[src/vast_pkg.sv]
`timescale 1ns / 1ps

package vast_pkg;

    // Default build values
    localparam int SAMPLES_PER_WINDOW_DEF = 10;
    localparam int HOLD_REARM_MS_DEF      = 2000;

    // Field widths
    localparam int ACCEL_W = 16;
    localparam int TIME_W  = 32;
    localparam int SUM_W   = 36;
    localparam int TMR_W   = 24;
    localparam int CFG_W   = 36;
    localparam int IDX_W   = 3;
    localparam int SQ_W    = 31;    // one axis squared, up to 2^30

    // Queue depths
    localparam int MID_DEPTH = 4;
    localparam int MID_CNT_W = $clog2(MID_DEPTH + 1);
    localparam int RES_DEPTH = 2;

    typedef enum logic [1:0] {
        PH_SLEEP,
        PH_DETECT,
        PH_RUN,
        PH_HOLD
    } phase_t;

    typedef enum logic [2:0] {
        EV_NONE,
        EV_WAKE,
        EV_CONFIRM,
        EV_ABORT,
        EV_DISCARD,
        EV_DONE,
        EV_TIMEOUT,
        EV_REARM
    } event_t;

    typedef enum logic [1:0] {
        CL_IDLE,
        CL_PUMP,
        CL_SPIKE,
        CL_NONE
    } class_t;

    typedef enum logic [IDX_W-1:0] {
        REG_ACTIVE_THR,
        REG_SPIKE_THR,
        REG_CONFIRM,
        REG_CALM,
        REG_DETECT_ABORT,
        REG_SPIKE_ONLY,
        REG_MIN_SHOT,
        REG_HOLD
    } cfg_index_t;

    // Item handed from the front to the back
    typedef struct packed {
        logic              mode;
        logic [TIME_W-1:0] sq;
        logic [TIME_W-1:0] stamp;
    } sample_t;

    // One result beat
    typedef struct packed {
        phase_t            state;
        event_t            evt;
        class_t            cls;
        logic [TIME_W-1:0] shown;
    } result_t;

    typedef struct packed {
        logic [SUM_W-1:0] active_thr;
        logic [SUM_W-1:0] spike_thr;
        logic [TMR_W-1:0] confirm;
        logic [TMR_W-1:0] calm;
        logic [TMR_W-1:0] detect_abort;
        logic [TMR_W-1:0] spike_only;
        logic [TMR_W-1:0] min_shot;
        logic [TMR_W-1:0] hold;
    } cfg_t;

    typedef struct packed {
        logic             en;
        cfg_index_t       index;
        logic [CFG_W-1:0] data;
    } cfg_wr_t;

endpackage

[src/vast_fifo.sv]
`timescale 1ns / 1ps

module vast_fifo #(
    parameter int WIDTH = 8,
    parameter int DEPTH = 4
) (
    input  logic                           clk,
    input  logic                           rst_n,
    input  logic                           push,
    input  logic [WIDTH-1:0]               wr_data,
    input  logic                           pop,
    output logic [WIDTH-1:0]               rd_data,
    output logic                           empty,
    output logic                           full,
    output logic [$clog2(DEPTH + 1)-1:0]   count
);

    localparam int PTR_W = (DEPTH > 1) ? $clog2(DEPTH) : 1;
    localparam int CNT_W = $clog2(DEPTH + 1);

    logic [WIDTH-1:0] mem_reg [DEPTH];
    logic [PTR_W-1:0] wr_ptr_reg, wr_ptr_next;
    logic [PTR_W-1:0] rd_ptr_reg, rd_ptr_next;
    logic [CNT_W-1:0] count_reg, count_next;
    logic             push_ok;
    logic             pop_ok;

    function automatic logic [PTR_W-1:0] ptr_inc(input logic [PTR_W-1:0] ptr);
        logic [PTR_W-1:0] res;
        if (ptr == PTR_W'(DEPTH - 1))
            res = '0;
        else
            res = ptr + 1'b1;
        return res;
    endfunction

    assign empty   = (count_reg == '0);
    assign full    = (count_reg == CNT_W'(DEPTH));
    assign count   = count_reg;
    assign rd_data = mem_reg[rd_ptr_reg];
    assign push_ok = push && !full;
    assign pop_ok  = pop && !empty;

    always_comb
    begin
        wr_ptr_next = push_ok ? ptr_inc(wr_ptr_reg) : wr_ptr_reg;
        rd_ptr_next = pop_ok ? ptr_inc(rd_ptr_reg) : rd_ptr_reg;
        count_next  = count_reg + CNT_W'(push_ok) - CNT_W'(pop_ok);
    end

    always_ff @(posedge clk or negedge rst_n)
    begin
        if (!rst_n)
        begin
            wr_ptr_reg <= '0;
            rd_ptr_reg <= '0;
            count_reg  <= '0;
        end
        else
        begin
            wr_ptr_reg <= wr_ptr_next;
            rd_ptr_reg <= rd_ptr_next;
            count_reg  <= count_next;
        end
    end

    always_ff @(posedge clk)
    begin
        if (push_ok)
        begin
            mem_reg[wr_ptr_reg] <= wr_data;
        end
    end

endmodule

[src/vast_front.sv]
`timescale 1ns / 1ps

// Intake: squares the three axes, registers, then sums them.
// Admission is credit based on everything in flight plus the queue.
module vast_front (
    input  logic                                  clk,
    input  logic                                  rst_n,
    input  logic                                  push,
    output logic                                  full,
    input  logic                                  mode,
    input  logic signed [vast_pkg::ACCEL_W-1:0]   accel_x,
    input  logic signed [vast_pkg::ACCEL_W-1:0]   accel_y,
    input  logic signed [vast_pkg::ACCEL_W-1:0]   accel_z,
    input  logic [vast_pkg::TIME_W-1:0]           now_ms,
    input  logic [vast_pkg::MID_CNT_W-1:0]        q_count,
    output logic                                  q_push,
    output vast_pkg::sample_t                     q_item
);

    localparam int OCC_W = vast_pkg::MID_CNT_W + 2;

    logic signed [2*vast_pkg::ACCEL_W-1:0] prod_x, prod_y, prod_z;
    logic [OCC_W-1:0]                      occ;
    logic                                  accept;

    logic                            s1_valid_reg, s1_valid_next;
    logic                            s1_mode_reg;
    logic [vast_pkg::SQ_W-1:0]       s1_sqx_reg, s1_sqy_reg, s1_sqz_reg;
    logic [vast_pkg::TIME_W-1:0]     s1_stamp_reg;
    logic                            s2_valid_reg, s2_valid_next;
    vast_pkg::sample_t               s2_item_reg, s2_item_next;

    assign occ    = OCC_W'(q_count) + OCC_W'(s1_valid_reg) + OCC_W'(s2_valid_reg);
    assign full   = (occ >= OCC_W'(vast_pkg::MID_DEPTH));
    assign accept = push && !full;

    assign prod_x = accel_x * accel_x;
    assign prod_y = accel_y * accel_y;
    assign prod_z = accel_z * accel_z;

    always_comb
    begin
        s1_valid_next      = accept;
        s2_valid_next      = s1_valid_reg;
        s2_item_next.mode  = s1_mode_reg;
        s2_item_next.stamp = s1_stamp_reg;
        // three squares of at most 2^30 each fit in 32 bits
        s2_item_next.sq    = vast_pkg::TIME_W'(s1_sqx_reg) + vast_pkg::TIME_W'(s1_sqy_reg)
                           + vast_pkg::TIME_W'(s1_sqz_reg);
    end

    always_ff @(posedge clk or negedge rst_n)
    begin
        if (!rst_n)
        begin
            s1_valid_reg <= 1'b0;
            s2_valid_reg <= 1'b0;
        end
        else
        begin
            s1_valid_reg <= s1_valid_next;
            s2_valid_reg <= s2_valid_next;
        end
    end

    always_ff @(posedge clk)
    begin
        s1_mode_reg  <= mode;
        s1_sqx_reg   <= prod_x[vast_pkg::SQ_W-1:0];
        s1_sqy_reg   <= prod_y[vast_pkg::SQ_W-1:0];
        s1_sqz_reg   <= prod_z[vast_pkg::SQ_W-1:0];
        s1_stamp_reg <= now_ms;
        s2_item_reg  <= s2_item_next;
    end

    assign q_push = s2_valid_reg;
    assign q_item = s2_item_reg;

    // credits must keep the queue from overflowing
    a_occ_bound: assert property (@(posedge clk) disable iff (!rst_n)
        occ <= OCC_W'(vast_pkg::MID_DEPTH))
        else $error("front occupancy exceeds queue depth");

endmodule

[src/vast_back.sv]
`timescale 1ns / 1ps

// Window accumulator, classifier, shot FSM; one item per cycle if res_room.
module vast_back #(
    parameter int SAMPLES_PER_WINDOW = vast_pkg::SAMPLES_PER_WINDOW_DEF,
    parameter int HOLD_REARM_MS      = vast_pkg::HOLD_REARM_MS_DEF
) (
    input  logic                 clk,
    input  logic                 rst_n,
    input  vast_pkg::cfg_wr_t    cfg_wr,
    input  logic                 q_valid,
    input  vast_pkg::sample_t    q_item,
    output logic                 q_pop,
    input  logic                 res_room,
    output logic                 res_push,
    output vast_pkg::result_t    res_item
);

    localparam int CNT_W = $clog2(SAMPLES_PER_WINDOW + 1);
    localparam int TW    = vast_pkg::TIME_W;
    localparam int SW    = vast_pkg::SUM_W;

    vast_pkg::cfg_t    cfg_reg;
    vast_pkg::phase_t  phase_reg, phase_next;
    logic [TW-1:0]     shot_start_reg, shot_start_next;
    logic [TW-1:0]     last_motion_reg, last_motion_next;
    logic [TW-1:0]     last_pump_reg, last_pump_next;
    logic [TW-1:0]     hold_start_reg, hold_start_next;
    logic [TW-1:0]     final_time_reg, final_time_next;
    logic [SW-1:0]     win_sum_reg, win_sum_next;
    logic [CNT_W-1:0]  win_cnt_reg, win_cnt_next;
    logic [TW-1:0]     win_time_reg, win_time_next;

    logic              take;
    logic [SW-1:0]     sum_add;
    logic [CNT_W-1:0]  cnt_inc;
    logic              window_end;
    logic [TW-1:0]     now_w;
    logic              motion, pump, spike;
    vast_pkg::class_t  cls_eval;
    logic [TW-1:0]     age_start, age_motion, age_pump, age_hold, final_calc;
    vast_pkg::event_t  evt;
    vast_pkg::class_t  cls;
    logic              emit;

    assign take    = q_valid && res_room;
    assign q_pop   = take;

    assign sum_add    = win_sum_reg + SW'(q_item.sq);
    assign cnt_inc    = win_cnt_reg + 1'b1;
    assign window_end = (cnt_inc == CNT_W'(SAMPLES_PER_WINDOW));
    // window timestamp is that of its first sample
    assign now_w      = (win_cnt_reg == '0) ? q_item.stamp : win_time_reg;

    assign motion   = sum_add > cfg_reg.active_thr;
    assign pump     = motion && (sum_add <= cfg_reg.spike_thr);
    assign spike    = motion && !pump;
    assign cls_eval = spike ? vast_pkg::CL_SPIKE
                    : (pump ? vast_pkg::CL_PUMP : vast_pkg::CL_IDLE);

    // differences against the old marks; motion/pump select afterwards
    assign age_start  = now_w - shot_start_reg;
    assign age_motion = now_w - last_motion_reg;
    assign age_pump   = now_w - last_pump_reg;
    assign age_hold   = now_w - hold_start_reg;
    assign final_calc = last_pump_reg - shot_start_reg;

    always_comb
    begin
        phase_next       = phase_reg;
        shot_start_next  = shot_start_reg;
        last_motion_next = last_motion_reg;
        last_pump_next   = last_pump_reg;
        hold_start_next  = hold_start_reg;
        final_time_next  = final_time_reg;
        win_sum_next     = win_sum_reg;
        win_cnt_next     = win_cnt_reg;
        win_time_next    = win_time_reg;
        evt              = vast_pkg::EV_NONE;
        cls              = vast_pkg::CL_NONE;
        emit             = 1'b0;

        if (take)
        begin
            if (q_item.mode)
            begin
                if (phase_reg == vast_pkg::PH_SLEEP)
                begin
                    phase_next       = vast_pkg::PH_DETECT;
                    shot_start_next  = q_item.stamp;
                    last_motion_next = q_item.stamp;
                    last_pump_next   = q_item.stamp;
                    win_sum_next     = '0;
                    win_cnt_next     = '0;
                    win_time_next    = '0;
                    evt              = vast_pkg::EV_WAKE;
                    emit             = 1'b1;
                end
            end
            else if (phase_reg != vast_pkg::PH_SLEEP)
            begin
                if (window_end)
                begin
                    win_sum_next  = '0;
                    win_cnt_next  = '0;
                    win_time_next = '0;
                    emit          = 1'b1;
                    case (phase_reg)
                        vast_pkg::PH_DETECT:
                        begin
                            cls = cls_eval;
                            if (motion)
                                last_motion_next = now_w;
                            if (pump)
                                last_pump_next = now_w;
                            if (age_start >= TW'(cfg_reg.confirm) && motion)
                            begin
                                phase_next = vast_pkg::PH_RUN;
                                evt        = vast_pkg::EV_CONFIRM;
                            end
                            else if (!motion && age_motion > TW'(cfg_reg.calm)
                                     && age_start > TW'(cfg_reg.detect_abort))
                            begin
                                phase_next = vast_pkg::PH_SLEEP;
                                evt        = vast_pkg::EV_ABORT;
                            end
                        end
                        vast_pkg::PH_RUN:
                        begin
                            cls = cls_eval;
                            if (motion)
                                last_motion_next = now_w;
                            if (pump)
                                last_pump_next = now_w;
                            // either end implies no pump this window
                            if ((!motion && age_motion > TW'(cfg_reg.calm))
                                || (spike && age_pump > TW'(cfg_reg.spike_only)))
                            begin
                                final_time_next = final_calc;
                                if (final_calc < TW'(cfg_reg.min_shot))
                                begin
                                    phase_next = vast_pkg::PH_SLEEP;
                                    evt        = vast_pkg::EV_DISCARD;
                                end
                                else
                                begin
                                    phase_next      = vast_pkg::PH_HOLD;
                                    hold_start_next = now_w;
                                    evt             = vast_pkg::EV_DONE;
                                end
                            end
                        end
                        vast_pkg::PH_HOLD:
                        begin
                            if (age_hold > TW'(cfg_reg.hold))
                            begin
                                phase_next = vast_pkg::PH_SLEEP;
                                evt        = vast_pkg::EV_TIMEOUT;
                            end
                            else if (age_hold >= TW'(HOLD_REARM_MS))
                            begin
                                cls = cls_eval;
                                if (motion)
                                begin
                                    phase_next       = vast_pkg::PH_DETECT;
                                    shot_start_next  = now_w;
                                    last_motion_next = now_w;
                                    last_pump_next   = now_w;
                                    evt              = vast_pkg::EV_REARM;
                                end
                            end
                        end
                        default:
                        begin
                        end
                    endcase
                end
                else
                begin
                    win_sum_next = sum_add;
                    win_cnt_next = cnt_inc;
                    if (win_cnt_reg == '0)
                        win_time_next = q_item.stamp;
                end
            end
        end

        res_push       = emit;
        res_item.state = phase_next;
        res_item.evt   = evt;
        res_item.cls   = cls;
        case (phase_next)
            vast_pkg::PH_RUN:  res_item.shown = age_start;
            vast_pkg::PH_HOLD: res_item.shown = final_time_next;
            default:           res_item.shown = '0;
        endcase
    end

    always_ff @(posedge clk or negedge rst_n)
    begin
        if (!rst_n)
        begin
            phase_reg       <= vast_pkg::PH_SLEEP;
            shot_start_reg  <= '0;
            last_motion_reg <= '0;
            last_pump_reg   <= '0;
            hold_start_reg  <= '0;
            final_time_reg  <= '0;
            win_sum_reg     <= '0;
            win_cnt_reg     <= '0;
            win_time_reg    <= '0;
        end
        else
        begin
            phase_reg       <= phase_next;
            shot_start_reg  <= shot_start_next;
            last_motion_reg <= last_motion_next;
            last_pump_reg   <= last_pump_next;
            hold_start_reg  <= hold_start_next;
            final_time_reg  <= final_time_next;
            win_sum_reg     <= win_sum_next;
            win_cnt_reg     <= win_cnt_next;
            win_time_reg    <= win_time_next;
        end
    end

    always_ff @(posedge clk or negedge rst_n)
    begin
        if (!rst_n)
        begin
            cfg_reg <= '0;
        end
        else if (cfg_wr.en)
        begin
            case (cfg_wr.index)
                vast_pkg::REG_ACTIVE_THR:   cfg_reg.active_thr   <= cfg_wr.data;
                vast_pkg::REG_SPIKE_THR:    cfg_reg.spike_thr    <= cfg_wr.data;
                vast_pkg::REG_CONFIRM:
                    cfg_reg.confirm      <= cfg_wr.data[vast_pkg::TMR_W-1:0];
                vast_pkg::REG_CALM:
                    cfg_reg.calm         <= cfg_wr.data[vast_pkg::TMR_W-1:0];
                vast_pkg::REG_DETECT_ABORT:
                    cfg_reg.detect_abort <= cfg_wr.data[vast_pkg::TMR_W-1:0];
                vast_pkg::REG_SPIKE_ONLY:
                    cfg_reg.spike_only   <= cfg_wr.data[vast_pkg::TMR_W-1:0];
                vast_pkg::REG_MIN_SHOT:
                    cfg_reg.min_shot     <= cfg_wr.data[vast_pkg::TMR_W-1:0];
                vast_pkg::REG_HOLD:
                    cfg_reg.hold         <= cfg_wr.data[vast_pkg::TMR_W-1:0];
                default:
                begin
                end
            endcase
        end
    end

    // sleeping machine keeps an empty window
    a_sleep_empty: assert property (@(posedge clk) disable iff (!rst_n)
        (phase_reg == vast_pkg::PH_SLEEP) |-> (win_cnt_reg == '0))
        else $error("window not empty in sleep");

    // machine moves only on a consumed item
    a_phase_hold: assert property (@(posedge clk) disable iff (!rst_n)
        !take |=> $stable(phase_reg))
        else $error("phase changed without an item");

    // no time shown outside running or holding
    a_shown_zero: assert property (@(posedge clk) disable iff (!rst_n)
        (res_push && (res_item.state == vast_pkg::PH_SLEEP
                      || res_item.state == vast_pkg::PH_DETECT))
        |-> (res_item.shown == '0))
        else $error("nonzero shown time in sleep or detecting");

endmodule

[src/vibration_activity_shot_timer.sv]
`timescale 1ns / 1ps

// Vibration shot timer. Push accelerometer samples (mode 0) or wake events
// (mode 1) while full is low; one item is taken per clock, back to back.
// Each sample's x*x+y*y+z*z is summed over windows of SAMPLES_PER_WINDOW
// samples; at every window end (and on a wake taken in sleep) one result
// beat is queued with the machine state, the event, the window class and
// the time shown. Wakes outside sleep and samples in sleep give no beat.
// An item taken is squared into the first stage, summed into the second
// stage and written into the intake queue; the state machine consumes it
// from that queue and writes its result beat into the result queue, whose
// head is on the result ports. The machine takes one item per cycle while
// the result queue has room; its window add, threshold compare and update
// are combinational. full rises once four items sit between the input and
// the machine (both stages plus the intake queue); the machine stalls while
// the two-entry result queue is full, so a receiver that holds off fills
// both queues and then stalls the input. Registers are written over
// wr_en/wr_index/wr_data only while idle; the user must keep to this, as
// the block itself does not enforce it.
module vibration_activity_shot_timer #(
    parameter int SAMPLES_PER_WINDOW = vast_pkg::SAMPLES_PER_WINDOW_DEF,
    parameter int HOLD_REARM_MS      = vast_pkg::HOLD_REARM_MS_DEF
) (
    input  logic                                 clk,
    input  logic                                 rst_n,
    // input queue side
    input  logic                                 push,
    output logic                                 full,
    input  logic                                 mode,
    input  logic signed [vast_pkg::ACCEL_W-1:0]  accel_x,
    input  logic signed [vast_pkg::ACCEL_W-1:0]  accel_y,
    input  logic signed [vast_pkg::ACCEL_W-1:0]  accel_z,
    input  logic [vast_pkg::TIME_W-1:0]          now_ms,
    // result queue side
    output logic                                 empty,
    input  logic                                 pop,
    output logic [1:0]                           machine_state,
    output logic [2:0]                           event_res,
    output logic [1:0]                           window_class,
    output logic [vast_pkg::TIME_W-1:0]          shown_ms,
    // register write port
    input  logic                                 wr_en,
    input  logic [vast_pkg::IDX_W-1:0]           wr_index,
    input  logic [vast_pkg::CFG_W-1:0]           wr_data
);

    localparam int MID_W = $bits(vast_pkg::sample_t);
    localparam int RES_W = $bits(vast_pkg::result_t);

    // front -> intake queue
    logic                            mid_push;
    vast_pkg::sample_t               mid_wr;
    logic [MID_W-1:0]                mid_rd;
    vast_pkg::sample_t               mid_item;
    logic                            mid_empty;
    logic                            mid_pop;
    logic [vast_pkg::MID_CNT_W-1:0]  mid_count;

    // back -> result queue
    logic                            res_push;
    vast_pkg::result_t               res_wr;
    logic                            res_full;
    logic [RES_W-1:0]                res_rd;
    vast_pkg::result_t               res_out;

    vast_pkg::cfg_wr_t               cfg_wr;

    assign cfg_wr.en    = wr_en;
    assign cfg_wr.index = vast_pkg::cfg_index_t'(wr_index);
    assign cfg_wr.data  = wr_data;

    vast_front u_front (
        .clk     (clk),
        .rst_n   (rst_n),
        .push    (push),
        .full    (full),
        .mode    (mode),
        .accel_x (accel_x),
        .accel_y (accel_y),
        .accel_z (accel_z),
        .now_ms  (now_ms),
        .q_count (mid_count),
        .q_push  (mid_push),
        .q_item  (mid_wr)
    );

    // intake queue; the front's credit check keeps it from overflowing
    vast_fifo #(
        .WIDTH (MID_W),
        .DEPTH (vast_pkg::MID_DEPTH)
    ) u_mid_q (
        .clk     (clk),
        .rst_n   (rst_n),
        .push    (mid_push),
        .wr_data (mid_wr),
        .pop     (mid_pop),
        .rd_data (mid_rd),
        .empty   (mid_empty),
        .full    (),
        .count   (mid_count)
    );

    assign mid_item = mid_rd;

    vast_back #(
        .SAMPLES_PER_WINDOW (SAMPLES_PER_WINDOW),
        .HOLD_REARM_MS      (HOLD_REARM_MS)
    ) u_back (
        .clk      (clk),
        .rst_n    (rst_n),
        .cfg_wr   (cfg_wr),
        .q_valid  (!mid_empty),
        .q_item   (mid_item),
        .q_pop    (mid_pop),
        .res_room (!res_full),
        .res_push (res_push),
        .res_item (res_wr)
    );

    // result queue doubles as the output register
    vast_fifo #(
        .WIDTH (RES_W),
        .DEPTH (vast_pkg::RES_DEPTH)
    ) u_res_q (
        .clk     (clk),
        .rst_n   (rst_n),
        .push    (res_push),
        .wr_data (res_wr),
        .pop     (pop),
        .rd_data (res_rd),
        .empty   (empty),
        .full    (res_full),
        .count   ()
    );

    assign res_out       = res_rd;
    assign machine_state = res_out.state;
    assign event_res     = res_out.evt;
    assign window_class  = res_out.cls;
    assign shown_ms      = res_out.shown;

endmodule
[config.mk]
export PLATFORM = sky130hd
export DESIGN_NAME = vibration_activity_shot_timer
export DESIGN_NICKNAME = d
export VERILOG_FILES = /design/src/vast_pkg.sv /design/src/vast_fifo.sv /design/src/vast_front.sv /design/src/vast_back.sv /design/src/vibration_activity_shot_timer.sv
export SDC_FILE = /design/constraint.sdc
export NUM_CORES = 2
export LEC_CHECK = 0
export ABC_CLOCK_PERIOD_IN_PS = 10500
export BUFFER_PORTS_ARGS = -buffer_cell sky130_fd_sc_hd__buf_2
export CORE_AREA = 2 2 444 446
export CTS_CLUSTER_SIZE = 8
export DETAILED_ROUTE_END_ITERATION = 8
export DIE_AREA = 0 0 446 448
export PLACE_DENSITY_LB_ADDON = 0.12
export SYNTH_ARGS = -nofsm -noshare
export SYNTH_HDL_FRONTEND = slang
export SYNTH_SLANG_ARGS = --single-unit
export TNS_END_PERCENT = 30
[constraint.sdc]
create_clock -name clk -period 10.5 [get_ports clk]
set_clock_uncertainty 0.05 [all_clocks]
set_input_delay 0.525 -clock clk [delete_from_list [all_inputs] [get_ports clk]]
set_output_delay 0.525 -clock clk [all_outputs]
set_load 0.02 [all_outputs]
Yosys cells after proc, flatten, opt, wreduce, memory -nomap -nowiden. Memory sizes are Yosys's and may differ from the RTL's. Index checks and enable logic that the tools add are counted. W data, S select, Z words.

Bits in writable memories: 338. Input port bits: 125. Output and inout bits: 41. Register bits after elaboration: 654. Memories kept: 2. Word-level logic and storage cells: 226.

$lt $le $gt $ge: 10. Reductions and logical operators: 46. Multiplexer cells: 88. Eq/ne operators: 23. Add/sub/neg operators: 19. Bitwise operators: 2. Multiply operators: 3.

Memory list: u_mid_q.mem_reg (depth 4, bits a word 65, rd ports 1, clocked after Yosys merged registers in 0, wr ports 1, line vast_fifo.sv:21) `logic [WIDTH-1:0] mem_reg [DEPTH];`; u_res_q.mem_reg (depth 2, bits a word 39, rd ports 1, clocked after Yosys merged registers in 0, wr ports 1, line vast_fifo.sv:21).

Operators by type and width (count): $mux W32 (29); $pmux W32 S2 (3); $sub A32 B32 Y32 (5); $mux W36 (4); $gt A32 B24 Y1 (4); $mul A16 B16 Y31 (3); $mux W2 (22); $add A36 B32 Y36 (1); $gt A36 B36 Y1 (1); $le A36 B36 Y1 (1); $add A31 B31 Y32 (1); $add A32 B31 Y32 (1); $ge A32 B11 Y1 const B (1); $ge A32 B24 Y1 (1); $lt A32 B24 Y1 (1); $mux W3 (9); $mux W4 (4); $reduce_and A2 Y1 (8); $eq A3 B3 Y1 const B (5); $eq A2 B2 Y1 const B (7); $mux W1 (14); $reduce_and A7 Y1 (2); $logic_and A1 B1 Y1 (12); $reduce_bool A2 Y1 (6); other kinds (33) (46).

Logic depth before layout (Yosys ltp). An unclocked memory read counts as a cell.

Depth in word-level cells: 16. Mapped depth: 35. Depth with buffers taken out: 30.

By module. Synthesis repeated with hierarchy kept, for this count alone.

Cells, all modules: 7721. Area total of the unflattened synthesis: 79697.7 µm².

By module, submodules not included: vast_back (cells an instance 3850, area each 34762.1 µm², times used 1, sequential area each 11260.8 µm²); vast_front (cells an instance 3346, area each 32014.5 µm², times used 1, sequential area each 3813.7 µm²); vast_fifo at u_mid_q (cells an instance 384, area each 9887.0 µm², times used 1, sequential area each 7982.7 µm²); vast_fifo at u_res_q (cells an instance 139, area each 3026.7 µm², times used 1, sequential area each 2442.3 µm²); vibration_activity_shot_timer (cells an instance 2, area each 7.5 µm², times used 1, sequential area each 0.0 µm²).

Least setup slack after synthesis. Ideal clock, no wire load.

Kind: register to register. Start point: reg u_mid_q.rd_ptr_reg[0]. End point: mem u_res_q.mem_reg[0][38] (netlist bit), data pin. Stages on the path, launching flop included: 33. Clock period less this slack: 8.020 ns. Data arrival time: 7.709 ns. Data required time: 10.189 ns. Slack: 2.480 ns. Setup time: 0.261 ns. Buffers on the path: 6. Cell sequence: dfrtp_1 clkbuf_1 buf_1 clkbuf_1 buf_1 mux4_2 ha_1 nand3_1 nor3_1 nand2_1 o21ai_0 nor3_1 o31ai_1 o31ai_1 o21ai_0 a31oi_1 o31a_1 a311o_1 nor2_1 xor2_1 ha_1 a21o_1 a21o_1 a21oi_1 nand2_1 o31a_1 a41o_1 a32oi_1 o2111a_1 o211ai_2 buf_4 buf_2 and2_1.

RTL lines: start, declared (line vast_fifo.sv:23) `logic [PTR_W-1:0] rd_ptr_reg, rd_ptr_next;`; start signal, assigned (line vast_fifo.sv:62) `rd_ptr_reg <= rd_ptr_next;`; end, declared (line vast_fifo.sv:21).

==> metrics.txt <==
simple-gate share of the synthesized area=9.12%; Worst Tran Pin Value=1.06 ns; Initial Util=39.9%; multiplexer area fraction after synthesis=6.29%; DRC viols=0; Port Buf Inserts=~170; largest family of logic cells by synthesized area=adder cells; first-pass GRT wire length=320000 um; yosys warns=0; synthesized area=0.0776 mm2; H-tree depth=4; xor/xnor share of the synthesized area=3.38%; fill count=18535; die height=448 um; Layout area overhead=11.0%; Hold Worst Slack=0.0674 ns; core region area=0.195 mm2; IO Count=166; Post-DRT Antenna Nets=0; grt ovf=0; max-slew headroom at the worst pin=29.1%; post-route design area=0.0861 mm2; crit-path most repeated cell=o21ai_0; fmax=108 MHz; Synth Flop Type=dfrtp_1; Clock transition at path regs=around 0.050 ns; EDFF count, synth=338; run status=completed; Post-Synth Adder-Cell Area=30.1%; Critical Path AT=9.81 ns; drt first pass iters=5; Fin. Hold Viols=0; library cells used by synthesis=100; register bit total from synthesis=approximately 990; Max Cap Viol=0; Detail Placement HPWL=160000 um; crit-path max FO=35; Layout Nets=9132; Critical Path RT=11.05 ns; Worst-Skew Late Latency=0.78 ns; Synth top area share=approximately a fifth; initial antenna violation count=15; Compound-Gate Fraction of Synth Area=10.7%; Syn Area/Cell=10.5 um2; RSZ-0062 raised after global routing=false; Vias/cell=5.13; TritonCTS clock tree=yes; fin crit share=88.2%; Starting DRT DRC Count=between 2000 and 3000; wire per inst=19.9 um; Slew Viols, Final=0; CTS max path bufs=3; vias=52467; fraction of layout cells with a size suffix above 1=between 10% and 20%; Mapped Cells=7368; startpoint types=flip-flop; Finished Layout Cells=approximately 10000; CTS sink cnt=989; largest net degree at the start of global routing=107; Site Rows=162; Routed WL=204000 um; Placed Instances=9928; Critical Path Sink Type=flip-flop; Setup violations, final=0; setup TNS=0 ns; Commonest cells post-synth=inv_1, fa_1, ha_1, nand2_1, dfrtp_1; Final Wtd Congestion=about 0.93; max reg flops=260; Total GRT Usage=20.9%; Root Buffer=clkbuf_16; Cell Area, Placed=~0.081 mm2; Post CTS Setup Buffer Count=0; CTS Buf Count=145; slowest CP cell=dfrtp_4; sequential fraction of the synthesis area=32.9%; top cells by area, synth=fa_1, dfrtp_1, edfxtp_1, ha_1, inv_1; vias in the first global route=55702; Die ar.=about 0.20 mm2; Tmin final=9.26 ns; Crit Path Category=reg2reg; Chip Width=between 400 and 500 um; Min-Delay Path Class=in2reg; Async S/R FF share, synth=46.8%; most common cell in the synthesized netlist=inv_1; post-synth top area cell=fa_1; worst stage delay on the critical path=0.79 ns
worst max-delay path, delay by kind of cell, from the launching register on:
kind / cells / cell delay, ns
XOR/XNOR: 1 / 0.18
buffers and inverters: 1 / 0.49
flip-flops: 1 / 0.79
AND/OR/NAND/NOR: 5 / 0.69
multiplexers: 2 / 0.81
adder cells (fa/ha/maj): 3 / 0.95
AO/OA/AOI/OAI: 18 / 5.05
kinds of logic (layout without fill, tap and decap cells):
logic type / after synthesis / after routing
adders and majority gates: 1426 / 1426
AOI/OAI and AO/OA: 1283 / 1283
muxes: 373 / 373
DFF: 989 / 989
xor gates and xnor gates: 299 / 299
other: 1 / 10
buffers and inverters: 1530 / 1835
and+or+nand+nor: 1467 / 1467
final timing paths:
check                                    startpoint                        end  slack, ns  cells after the start
max                           u_mid_q.rd_ptr_reg[0]      u_res_q.mem_reg[1][9]       1.24                     30
min reg2reg                u_front.s1_stamp_reg[21]         u_front.q_item[21]       0.26                      0
max reg2reg                   u_mid_q.rd_ptr_reg[0]      u_res_q.mem_reg[1][9]       1.24                     30
min                                      accel_z[0]      u_front.s1_sqz_reg[0]       0.07                      1
min in group asynchronous                     rst_n  u_back.final_time_reg[29]       0.40                      2
max in group asynchronous                     rst_n      u_mid_q.rd_ptr_reg[0]       7.65                      4
layer usage:
layer	global-route usage, %	part of all wire [%]	vias up
met5	0	0.044	-
met1	27.1	44	26354
li1	-	-	25011
met2	36.1	49	832
met4	6.79	3.1	14
met3	2.66	3.3	256
cell usage in the layout, fill, tap and decap left out, types with 14 or more instances in the layout:
cell type,n
o2111ai_1,14
xnor2_1,212
mux2_1,30
a22o_1,64
edfxtp_1,338
a21o_1,203
clkbuf_1,73
nor2_1,249
or3_1,19
and3_1,34
mux4_2,64
mux2_2,240
nand4_1,63
buf_4,60
xor2_1,87
and2_1,157
o21bai_1,56
dlygate4sd3_1,48
nand3_1,144
mux2i_1,38
o21a_1,41
inv_1,1315
nor2b_1,51
fa_1,737
o31ai_1,14
o211ai_1,33
a31oi_1,19
nand2_1,538
dfxtp_1,188
clkbuf_16,147
a21oi_1,319
a211oi_1,20
dfrtp_1,460
nand2b_1,66
nor3_1,61
o21ai_0,344
buf_2,164
ha_1,689
metrics by stage:
step | util [%] | setup slack (ns)
2_1_floorplan | - | 2.48
6_report | 44.3 | 1.24
3_5_place_dp | 41.8 | 1.18
5_1_grt | 44.2 | 0.428
4_1_cts | 44.2 | 1.14
3_3_place_gp | 41.8 | 1.26
timing repair:
action / CTS / global route
resized for setup: 0 / 0
hold buffers: 48 / 0
hold endpoints to repair: 163 / 0
final cells by class:
cell class              instances  area (um2)  area share [%]
diodes                          7        17.5          0.0203
multi-input cells            4851       46400            53.9
well taps                    2542        3180            3.69
clock buffers                 225        4020            4.67
flip-flops and latches        989       25500            29.6
repair buffers                274        1790            2.07
inverters                    1320        4950            5.75
clock inverters                16         269           0.312
Power is not shown: default switching activity piles up to over one toggle a cycle in this logic, so the estimate is an artifact.
